--- config.mk ---
export PLATFORM = sky130hd
export DESIGN_NAME = gregorian_date_step_flat
export DESIGN_NICKNAME = d
export VERILOG_FILES = /design/src/sv/gds_pkg.sv /design/src/sv/gds_in_if.sv /design/src/sv/gds_out_if.sv /design/src/sv/gds_stage_div.sv /design/src/sv/gds_stage_len.sv /design/src/sv/gds_stage_step.sv /design/src/sv/gregorian_date_step.sv /design/src/flat_wrapper.sv
export SDC_FILE = /design/constraint.sdc
export NUM_CORES = 1
export LEC_CHECK = 0
export ABC_AREA = 1
export BUFFER_PORTS_ARGS = -buffer_cell sky130_fd_sc_hd__buf_2
export CAP_MARGIN = 15
export CORE_UTILIZATION = 45
export DETAILED_ROUTE_END_ITERATION = 12
export HOLD_SLACK_MARGIN = 0.08
export PLACE_DENSITY = 0.7
export SYNTH_ARGS = -nofsm -noshare
export SYNTH_HDL_FRONTEND = slang
export SYNTH_SLANG_ARGS = --single-unit
--- constraint.sdc ---
create_clock -name i_clk -period 3.38 [get_ports i_clk]
set_clock_uncertainty 0.15 [all_clocks]
set_input_delay 0.169 -clock i_clk [delete_from_list [all_inputs] [get_ports i_clk]]
set_output_delay 0.169 -clock i_clk [all_outputs]
set_load 0.01 [all_outputs]
--- src/sv/gds_pkg.sv ---
// ----------------------------------------------------------------------------
// gds_pkg
// Types, constants and helpers shared by the Gregorian date stepper.
// ----------------------------------------------------------------------------
package gds_pkg;

    localparam int unsigned DAY_W   = 5;
    localparam int unsigned MONTH_W = 4;
    localparam int unsigned YEAR_W  = 14;
    localparam int unsigned QUOT_W  = 12;

    localparam logic [YEAR_W-1:0]  C_MIN_YEAR = YEAR_W'(1);
    localparam logic [YEAR_W-1:0]  C_MAX_YEAR = YEAR_W'(9999);
    localparam logic [MONTH_W-1:0] C_JAN      = MONTH_W'(1);
    localparam logic [MONTH_W-1:0] C_FEB      = MONTH_W'(2);
    localparam logic [MONTH_W-1:0] C_APR      = MONTH_W'(4);
    localparam logic [MONTH_W-1:0] C_JUN      = MONTH_W'(6);
    localparam logic [MONTH_W-1:0] C_SEP      = MONTH_W'(9);
    localparam logic [MONTH_W-1:0] C_NOV      = MONTH_W'(11);
    localparam logic [MONTH_W-1:0] C_DEC      = MONTH_W'(12);
    localparam logic [DAY_W-1:0]   C_FIRST_DAY = DAY_W'(1);
    localparam logic [DAY_W-1:0]   C_DAYS_LONG = DAY_W'(31);
    localparam logic [DAY_W-1:0]   C_DAYS_SHORT = DAY_W'(30);
    localparam logic [DAY_W-1:0]   C_DAYS_FEB  = DAY_W'(28);
    localparam logic [DAY_W-1:0]   C_DAYS_FEB_LEAP = DAY_W'(29);

    // multiplicative inverse of 25 modulo 2**12 and the divisibility bound
    localparam logic [QUOT_W-1:0] C_INV25       = QUOT_W'(3113);
    localparam logic [QUOT_W-1:0] C_DIV25_LIMIT = QUOT_W'((2**QUOT_W - 1) / 25);

    typedef struct packed {
        logic [DAY_W-1:0]   day;
        logic [MONTH_W-1:0] month;
        logic [YEAR_W-1:0]  year;
    } t_date;

    typedef struct packed {
        t_date              date;
        logic               range_ok;
        logic               year_div4;
        logic               year_div16;
        logic [QUOT_W-1:0]  prod100;
        logic [QUOT_W-1:0]  prod400;
    } t_stage1;

    typedef struct packed {
        t_date              date;
        logic               date_ok;
        logic [DAY_W-1:0]   month_length;
        logic [DAY_W-1:0]   prev_length;
    } t_stage2;

    typedef struct packed {
        logic               date_ok;
        logic [DAY_W-1:0]   month_length;
        logic               prev_ok;
        t_date              prev;
        logic               next_ok;
        t_date              next;
    } t_result;

    function automatic logic [DAY_W-1:0] f_month_length(
        input logic [MONTH_W-1:0] month,
        input logic               leap
    );
        logic [DAY_W-1:0] len;
        case (month) inside
            C_FEB:                      len = leap ? C_DAYS_FEB_LEAP : C_DAYS_FEB;
            C_APR, C_JUN, C_SEP, C_NOV: len = C_DAYS_SHORT;
            default:                    len = C_DAYS_LONG;
        endcase
        return len;
    endfunction

endpackage

--- src/sv/gds_in_if.sv ---
// ----------------------------------------------------------------------------
// gds_in_if
// Input channel: one date per transfer.
// ----------------------------------------------------------------------------
interface gds_in_if
    import gds_pkg::*;
();
    logic               valid;
    logic               ready;
    logic [DAY_W-1:0]   in_day;
    logic [MONTH_W-1:0] in_month;
    logic [YEAR_W-1:0]  in_year;

    modport source (output valid, in_day, in_month, in_year, input ready);
    modport sink   (input valid, in_day, in_month, in_year, output ready);
endinterface

--- src/sv/gds_out_if.sv ---
// ----------------------------------------------------------------------------
// gds_out_if
// Output channel: check result, month length, previous and next date.
// ----------------------------------------------------------------------------
interface gds_out_if
    import gds_pkg::*;
();
    logic               valid;
    logic               ready;
    logic               date_ok;
    logic [DAY_W-1:0]   month_length;
    logic               prev_ok;
    logic [DAY_W-1:0]   prev_day;
    logic [MONTH_W-1:0] prev_month;
    logic [YEAR_W-1:0]  prev_year;
    logic               next_ok;
    logic [DAY_W-1:0]   next_day;
    logic [MONTH_W-1:0] next_month;
    logic [YEAR_W-1:0]  next_year;

    modport source (
        output valid, date_ok, month_length, prev_ok, prev_day, prev_month,
               prev_year, next_ok, next_day, next_month, next_year,
        input  ready
    );
    modport sink (
        input  valid, date_ok, month_length, prev_ok, prev_day, prev_month,
               prev_year, next_ok, next_day, next_month, next_year,
        output ready
    );
endinterface

--- src/sv/gds_stage_div.sv ---
// ----------------------------------------------------------------------------
// gds_stage_div
// Stage 1: range checks and divisibility products for the leap rule.
// ----------------------------------------------------------------------------
module gds_stage_div
    import gds_pkg::*;
(
    input  logic    i_clk,
    input  logic    i_rst_n,
    input  logic    i_valid,
    output logic    o_ready,
    input  t_date   i_date,
    output logic    o_valid,
    input  logic    i_ready,
    output t_stage1 o_data
);

    logic    r_valid;
    t_stage1 r_data;
    t_stage1 n_data;

    logic [QUOT_W-1:0]   w_q100;
    logic [QUOT_W-1:0]   w_q400;
    logic [2*QUOT_W-1:0] w_p100;
    logic [2*QUOT_W-1:0] w_p400;

    assign o_ready = !r_valid || i_ready;

    // y/4 and y/16 are tested for divisibility by 25 through the inverse
    assign w_q100 = i_date.year[YEAR_W-1:2];
    assign w_q400 = QUOT_W'(i_date.year[YEAR_W-1:4]);
    assign w_p100 = (2*QUOT_W)'(w_q100) * (2*QUOT_W)'(C_INV25);
    assign w_p400 = (2*QUOT_W)'(w_q400) * (2*QUOT_W)'(C_INV25);

    always_comb begin
        n_data.date       = i_date;
        n_data.range_ok   = (i_date.year >= C_MIN_YEAR) && (i_date.year <= C_MAX_YEAR)
                         && (i_date.month >= C_JAN) && (i_date.month <= C_DEC)
                         && (i_date.day != '0);
        n_data.year_div4  = (i_date.year[1:0] == 2'b00);
        n_data.year_div16 = (i_date.year[3:0] == 4'b0000);
        n_data.prod100    = w_p100[QUOT_W-1:0];
        n_data.prod400    = w_p400[QUOT_W-1:0];
    end

    always_ff @(posedge i_clk) begin
        if (!i_rst_n) begin
            r_valid <= 1'b0;
        end else if (o_ready) begin
            r_valid <= i_valid;
        end
    end

    always_ff @(posedge i_clk) begin
        if (o_ready && i_valid) begin
            r_data <= n_data;
        end
    end

    assign o_valid = r_valid;
    assign o_data  = r_data;

endmodule

--- src/sv/gds_stage_len.sv ---
// ----------------------------------------------------------------------------
// gds_stage_len
// Stage 2: leap decision, month lengths and date validity.
// ----------------------------------------------------------------------------
module gds_stage_len
    import gds_pkg::*;
(
    input  logic    i_clk,
    input  logic    i_rst_n,
    input  logic    i_valid,
    output logic    o_ready,
    input  t_stage1 i_data,
    output logic    o_valid,
    input  logic    i_ready,
    output t_stage2 o_data
);

    logic    r_valid;
    t_stage2 r_data;
    t_stage2 n_data;

    logic w_div100;
    logic w_div400;
    logic w_leap;

    assign o_ready = !r_valid || i_ready;

    assign w_div100 = i_data.year_div4  && (i_data.prod100 <= C_DIV25_LIMIT);
    assign w_div400 = i_data.year_div16 && (i_data.prod400 <= C_DIV25_LIMIT);
    assign w_leap   = w_div400 || (i_data.year_div4 && !w_div100);

    always_comb begin
        n_data.date         = i_data.date;
        n_data.month_length = f_month_length(i_data.date.month, w_leap);
        // only used when the month is above january
        n_data.prev_length  = f_month_length(i_data.date.month - C_JAN, w_leap);
        n_data.date_ok      = i_data.range_ok && (i_data.date.day <= n_data.month_length);
    end

    always_ff @(posedge i_clk) begin
        if (!i_rst_n) begin
            r_valid <= 1'b0;
        end else if (o_ready) begin
            r_valid <= i_valid;
        end
    end

    always_ff @(posedge i_clk) begin
        if (o_ready && i_valid) begin
            r_data <= n_data;
        end
    end

    assign o_valid = r_valid;
    assign o_data  = r_data;

endmodule

--- src/sv/gds_stage_step.sv ---
// ----------------------------------------------------------------------------
// gds_stage_step
// Stage 3: previous and next date, result register.
// ----------------------------------------------------------------------------
module gds_stage_step
    import gds_pkg::*;
(
    input  logic    i_clk,
    input  logic    i_rst_n,
    input  logic    i_valid,
    output logic    o_ready,
    input  t_stage2 i_data,
    output logic    o_valid,
    input  logic    i_ready,
    output t_result o_data
);

    logic    r_valid;
    t_result r_data;
    t_result n_data;
    t_date   w_d;

    assign o_ready = !r_valid || i_ready;
    assign w_d     = i_data.date;

    always_comb begin
        n_data = '0;
        if (i_data.date_ok) begin
            n_data.date_ok      = 1'b1;
            n_data.month_length = i_data.month_length;

            n_data.prev_ok = 1'b1;
            n_data.prev    = w_d;
            if (w_d.day > C_FIRST_DAY) begin
                n_data.prev.day = w_d.day - C_FIRST_DAY;
            end else if (w_d.month > C_JAN) begin
                n_data.prev.month = w_d.month - C_JAN;
                n_data.prev.day   = i_data.prev_length;
            end else if (w_d.year > C_MIN_YEAR) begin
                n_data.prev.year  = w_d.year - C_MIN_YEAR;
                n_data.prev.month = C_DEC;
                n_data.prev.day   = C_DAYS_LONG;
            end else begin
                n_data.prev_ok = 1'b0;
                n_data.prev    = '0;
            end

            n_data.next_ok = 1'b1;
            n_data.next    = w_d;
            if (w_d.day < i_data.month_length) begin
                n_data.next.day = w_d.day + C_FIRST_DAY;
            end else if (w_d.month < C_DEC) begin
                n_data.next.day   = C_FIRST_DAY;
                n_data.next.month = w_d.month + C_JAN;
            end else begin
                // year rollover, past the last year the flag drops
                n_data.next.day   = C_FIRST_DAY;
                n_data.next.month = C_JAN;
                n_data.next.year  = w_d.year + C_MIN_YEAR;
                n_data.next_ok    = (w_d.year != C_MAX_YEAR);
            end
        end
    end

    always_ff @(posedge i_clk) begin
        if (!i_rst_n) begin
            r_valid <= 1'b0;
        end else if (o_ready) begin
            r_valid <= i_valid;
        end
    end

    always_ff @(posedge i_clk) begin
        if (o_ready && i_valid) begin
            r_data <= n_data;
        end
    end

    assign o_valid = r_valid;
    assign o_data  = r_data;

endmodule

--- src/sv/gregorian_date_step.sv ---
// ----------------------------------------------------------------------------
// gregorian_date_step
// Gregorian date checker with previous and next date.
// ----------------------------------------------------------------------------
// Accepts one date per clock cycle while the output does not stall, and returns
// its result through three register stages: the divisibility products of
// the leap rule, the month lengths and validity, then the previous and next
// date in the output register. The ready of each stage follows the stage
// after it, so a stall on the output holds every full stage in place while
// an empty stage still takes the item in front of it. An invalid date gives
// a result with every field zero.
// ----------------------------------------------------------------------------
module gregorian_date_step
    import gds_pkg::*;
(
    input  logic i_clk,
    input  logic i_rst_n,
    gds_in_if.sink    i_in,
    gds_out_if.source o_out
);

    t_date   w_date;
    logic    w_v1;
    logic    w_r1;
    t_stage1 w_d1;
    logic    w_v2;
    logic    w_r2;
    t_stage2 w_d2;
    t_result w_res;

    assign w_date.day   = i_in.in_day;
    assign w_date.month = i_in.in_month;
    assign w_date.year  = i_in.in_year;

    gds_stage_div u_div (
        .i_clk   (i_clk),
        .i_rst_n (i_rst_n),
        .i_valid (i_in.valid),
        .o_ready (i_in.ready),
        .i_date  (w_date),
        .o_valid (w_v1),
        .i_ready (w_r1),
        .o_data  (w_d1)
    );

    gds_stage_len u_len (
        .i_clk   (i_clk),
        .i_rst_n (i_rst_n),
        .i_valid (w_v1),
        .o_ready (w_r1),
        .i_data  (w_d1),
        .o_valid (w_v2),
        .i_ready (w_r2),
        .o_data  (w_d2)
    );

    gds_stage_step u_step (
        .i_clk   (i_clk),
        .i_rst_n (i_rst_n),
        .i_valid (w_v2),
        .o_ready (w_r2),
        .i_data  (w_d2),
        .o_valid (o_out.valid),
        .i_ready (o_out.ready),
        .o_data  (w_res)
    );

    assign o_out.date_ok      = w_res.date_ok;
    assign o_out.month_length = w_res.month_length;
    assign o_out.prev_ok      = w_res.prev_ok;
    assign o_out.prev_day     = w_res.prev.day;
    assign o_out.prev_month   = w_res.prev.month;
    assign o_out.prev_year    = w_res.prev.year;
    assign o_out.next_ok      = w_res.next_ok;
    assign o_out.next_day     = w_res.next.day;
    assign o_out.next_month   = w_res.next.month;
    assign o_out.next_year    = w_res.next.year;

endmodule
--- src/flat_wrapper.sv ---
// flat-port wrapper written by rule: the top's interface ports become plain ports
module gregorian_date_step_flat import gds_pkg::*;
  (i_clk, i_rst_n, i_in_valid, i_in_in_day, i_in_in_month, i_in_in_year, i_in_ready, o_out_valid, o_out_date_ok, o_out_month_length, o_out_prev_ok, o_out_prev_day, o_out_prev_month, o_out_prev_year, o_out_next_ok, o_out_next_day, o_out_next_month, o_out_next_year, o_out_ready);
  gds_in_if i_in_i ();
  gds_out_if o_out_i ();
  input  logic i_clk;
  input  logic i_rst_n;
  input wire logic [$bits(i_in_i.valid)-1:0] i_in_valid;
  input wire logic [$bits(i_in_i.in_day)-1:0] i_in_in_day;
  input wire logic [$bits(i_in_i.in_month)-1:0] i_in_in_month;
  input wire logic [$bits(i_in_i.in_year)-1:0] i_in_in_year;
  output wire logic [$bits(i_in_i.ready)-1:0] i_in_ready;
  output wire logic [$bits(o_out_i.valid)-1:0] o_out_valid;
  output wire logic [$bits(o_out_i.date_ok)-1:0] o_out_date_ok;
  output wire logic [$bits(o_out_i.month_length)-1:0] o_out_month_length;
  output wire logic [$bits(o_out_i.prev_ok)-1:0] o_out_prev_ok;
  output wire logic [$bits(o_out_i.prev_day)-1:0] o_out_prev_day;
  output wire logic [$bits(o_out_i.prev_month)-1:0] o_out_prev_month;
  output wire logic [$bits(o_out_i.prev_year)-1:0] o_out_prev_year;
  output wire logic [$bits(o_out_i.next_ok)-1:0] o_out_next_ok;
  output wire logic [$bits(o_out_i.next_day)-1:0] o_out_next_day;
  output wire logic [$bits(o_out_i.next_month)-1:0] o_out_next_month;
  output wire logic [$bits(o_out_i.next_year)-1:0] o_out_next_year;
  input wire logic [$bits(o_out_i.ready)-1:0] o_out_ready;
  assign i_in_i.valid = i_in_valid;
  assign i_in_i.in_day = i_in_in_day;
  assign i_in_i.in_month = i_in_in_month;
  assign i_in_i.in_year = i_in_in_year;
  assign i_in_ready = i_in_i.ready;
  assign o_out_valid = o_out_i.valid;
  assign o_out_date_ok = o_out_i.date_ok;
  assign o_out_month_length = o_out_i.month_length;
  assign o_out_prev_ok = o_out_i.prev_ok;
  assign o_out_prev_day = o_out_i.prev_day;
  assign o_out_prev_month = o_out_i.prev_month;
  assign o_out_prev_year = o_out_i.prev_year;
  assign o_out_next_ok = o_out_i.next_ok;
  assign o_out_next_day = o_out_i.next_day;
  assign o_out_next_month = o_out_i.next_month;
  assign o_out_next_year = o_out_i.next_year;
  assign o_out_i.ready = o_out_ready;
  gregorian_date_step u_core (.i_clk(i_clk), .i_rst_n(i_rst_n), .i_in(i_in_i), .o_out(o_out_i));
endmodule
==> impl_metrics.json <==
{
  "drc_errors": 0,
  "reg2reg_setup_slack_ps": 890,
  "internal_power_mw": 3.35,
  "relSlewSlack_pct": 35.9,
  "drt-total-wl_um": 13300,
  "ant_nets": 0,
  "dp_slack_ps": -96.7,
  "cts_root_buf": "clkbuf_16",
  "std_cell_rows": 45,
  "wl_per_cell_um": 13.1,
  "clock_sinks": 127,
  "critPathKind": "in2reg",
  "period_share_pct": 95.5,
  "startpoint_type": "primary input",
  "clk_transition_reported_paths_ps": 50,
  "tritoncts": "yes",
  "max_freq_mhz": 310,
  "synth_top_area_cell": "edfxtp_1",
  "worst-r2r-cell-count": 11,
  "die_area_um2": 16300,
  "rsz0062_at_grt": "no",
  "layout-area-overhead-vs-synth_pct": 22.7,
  "hold_viol": 0,
  "ir_worst_vdd_mv": 0.336,
  "synth_area_leaders": "edfxtp_1 (52%), ha_1 (11%), inv_1 (5.6%)",
  "synth.net_count": 768,
  "coreArea_um2": 15300,
  "p_per_area_nw_per_um2": 513,
  "p_total_mw": 4.46,
  "grt_pass1_wl_um": 22300,
  "yosysSeqAreaShare_pct": 53.3,
  "reg2reg_to": "u_core.u_len.o_data[10]$_DFFE_PP_",
  "place_hpwl_um": 9840,
  "antenna_found_initial": 0,
  "die_width_um": 128,
  "finalSetupViolCount": 0,
  "slew_violations": 0,
  "ios": 83,
  "grt_max_degree": 53,
  "async_flop_share_pct": 0,
  "multiInputGateArea_um2": 2890,
  "synth_area_um2": 7090,
  "n_antenna_cell": 0,
  "insertion_delay_ps": 420,
  "regArea_um2": 3780,
  "drv_cap": 0,
  "drtPass1Iterations": 6,
  "fill_cells": 1343,
  "fin_cells": 1017,
  "layout_setup_ws_ps": 151,
  "seqPwrFrac_pct": 43.4,
  "synth_flop_cell": "edfxtp_1",
  "clk_path_buf_depth": 2,
  "port_buffers": 82,
  "cts_setup_buffers": 0,
  "initial_utilization_pct": 46.3,
  "drive_gt1_share_pct": 20.1,
  "ys_seq_elements": 127,
  "synthCells": 666,
  "r2r-start": "u_core.u_div.o_data[31]$_DFFE_PP_",
  "die_y_um": 128,
  "fin_crit_ps": 3230,
  "switchingPower_mw": 1.11,
  "combPwrFrac_pct": 15.9,
  "synth_edf_count": 124,
  "cp.required_ps": 3400,
  "place_inst": 958,
  "grt-ovfl-total": 0,
  "synth_cell_types": 44,
  "endpoint_kind": "register",
  "yosys.area.top_type_share_pct": 52.5,
  "min_path_type": "in2reg",
  "drtIter0Drc": 319,
  "ys_top_cells_by_count": "edfxtp_1 (124), inv_1 (105), nand2_1 (100), ha_1 (65), nor2_1 (55)",
  "power_leakage_nw": 3.79,
  "final_nets": 896,
  "grt_usage_pct": 18.0,
  "globalplace.congestion": 0.870,
  "viasPerCell": 4.89,
  "crit_start": "i_in_in_year[5]",
  "synth.avg_cell_area_um2": 10.7,
  "p_sw_share_pct": 25.0,
  "p_clk_share_pct": 40.7,
  "cts_max_level": 4,
  "worst-endpoint-arrival_ps": 3250,
  "post-synth-top-count-cell": "edfxtp_1",
  "fin_util_pct": 56.8,
  "ys_warn_count": 0,
  "vias": 4973,
  "grt_pass1_vias": 4701,
  "status": "completed",
  "worstSetupEndpoint": "u_core.u_div.o_data[11]$_DFFE_PP_",
  "crit_path_max_fanout": 7,
  "cts_buffers": 17,
  "tightestPinTransition_ps": 960
}
power groups by stage:
stage / clock network [mW] / registers, mW / logic [mW]
global route: 1.91 / 1.95 / 0.822
global placement: 0 / 1.96 / 0.636
finish: 1.81 / 1.94 / 0.712
CTS: 1.85 / 1.94 / 0.689
floorplan: 0 / 1.96 / 0.470
detailed placement: 0 / 1.97 / 0.656
cells in the final DEF, fill, tap and decap left out, types with 3 or more instances in the layout:
master         count
fa_1              10
ha_4               3
inv_1            105
a31oi_1            3
o21ai_1            6
clkinv_4           3
o21ai_0           21
xor2_1            18
nor2_4             4
nor2_1            55
nor3_2             4
ha_1              62
clkbuf_16         17
clkinv_1           3
dfxtp_1            3
nor2_2             8
buf_4              7
nand3_1           26
nand4_1           11
o211ai_1           4
or2_2              3
buf_2             82
nand2_2            5
bufinv_16          3
inv_2              4
xnor2_1           10
a21oi_1           35
edfxtp_1         124
dlygate4sd3_1     28
nor3_1             7
nand2_1          100
clkinv_2           4
cells by family after synthesis:
group	after synthesis	synth area share, %
compound gates	82	6.63
buf+inv	121	6.67
fa+ha+maj	75	14.3
flops	127	53.3
simple gates	233	15.6
xor+xnor	28	3.46
worst min path at each step:
stage,start,end,slack [ps],depth (start not counted)
final,i_in_in_year[13],u_core.u_div.o_data[26]$_DFFE_PP_,150,4
after global routing,i_in_in_year[13],u_core.u_div.o_data[26]$_DFFE_PP_,160,4
after detailed placement,i_in_in_day[2],u_core.u_div.o_data[47]$_DFFE_PP_,220,1
after floorplan,i_in_in_year[0],u_core.u_div.o_data[27]$_DFFE_PP_,120,0
after CTS,i_in_in_year[11],u_core.u_div.o_data[26]$_DFFE_PP_,140,4
after global placement,i_in_in_day[4],u_core.u_div.o_data[49]$_DFFE_PP_,210,1
per-stage QoR:
stage | TNS, ps | instance area, um2 | hold WS, ps
floorplan | 0 | 7100 | 118
global placement | 0 | 7790 | 214
detailed placement | -96.7 | 7790 | 216
CTS | 0 | 8660 | 141
global route | 0 | 8700 | 159
finish | 0 | 8700 | 152
layout make-up:
class | instances | share of cell area (%)
Multi-Input combinational cell | 418 | 33.2
Sequential cell | 127 | 43.5
Tap cell | 211 | 3.03
Inverter | 113 | 4.92
Clock inverter | 14 | 1.93
Timing Repair Buffer | 117 | 8.54
Clock buffer | 17 | 4.89
worst max-delay path, cell delays in order:
cell           delay (ps)
dlygate4sd3_1         540
buf_2                 190
ha_1                  230
ha_1                  270
ha_1                  220
fa_1                  570
ha_4                  230
ha_4                  250
a21oi_2               140
o21ai_0                90
a21oi_1               170
nand3b_1              130
nand2_1                50
sequential cells by signal (all words and copies together) (netlist names):
signal	count
u_core.u_step.o_data	52
u_core.u_div.o_data	44
u_core.u_len.o_data	28
u_core.u_div.o_valid	1
u_core.u_len.o_valid	1
u_core.u_step.o_valid	1
per-layer routing:
layer / routed length (um) / up-vias / track usage, %
li1: - / 2521 / -
met1: 5960 / 2283 / 22.7
met2: 6350 / 143 / 29.9
met3: 680 / 26 / 3.27
met4: 327 / 0 / 9.24
met5: 0 / - / 0
repair_timing:
item	CTS	global route
gates resized for setup	0	5
hold buffers	28	0
setup endpoints to repair	0	3
hold endpoints to repair	30	0
No activity file was read; power rests on OpenSTA's default activity.
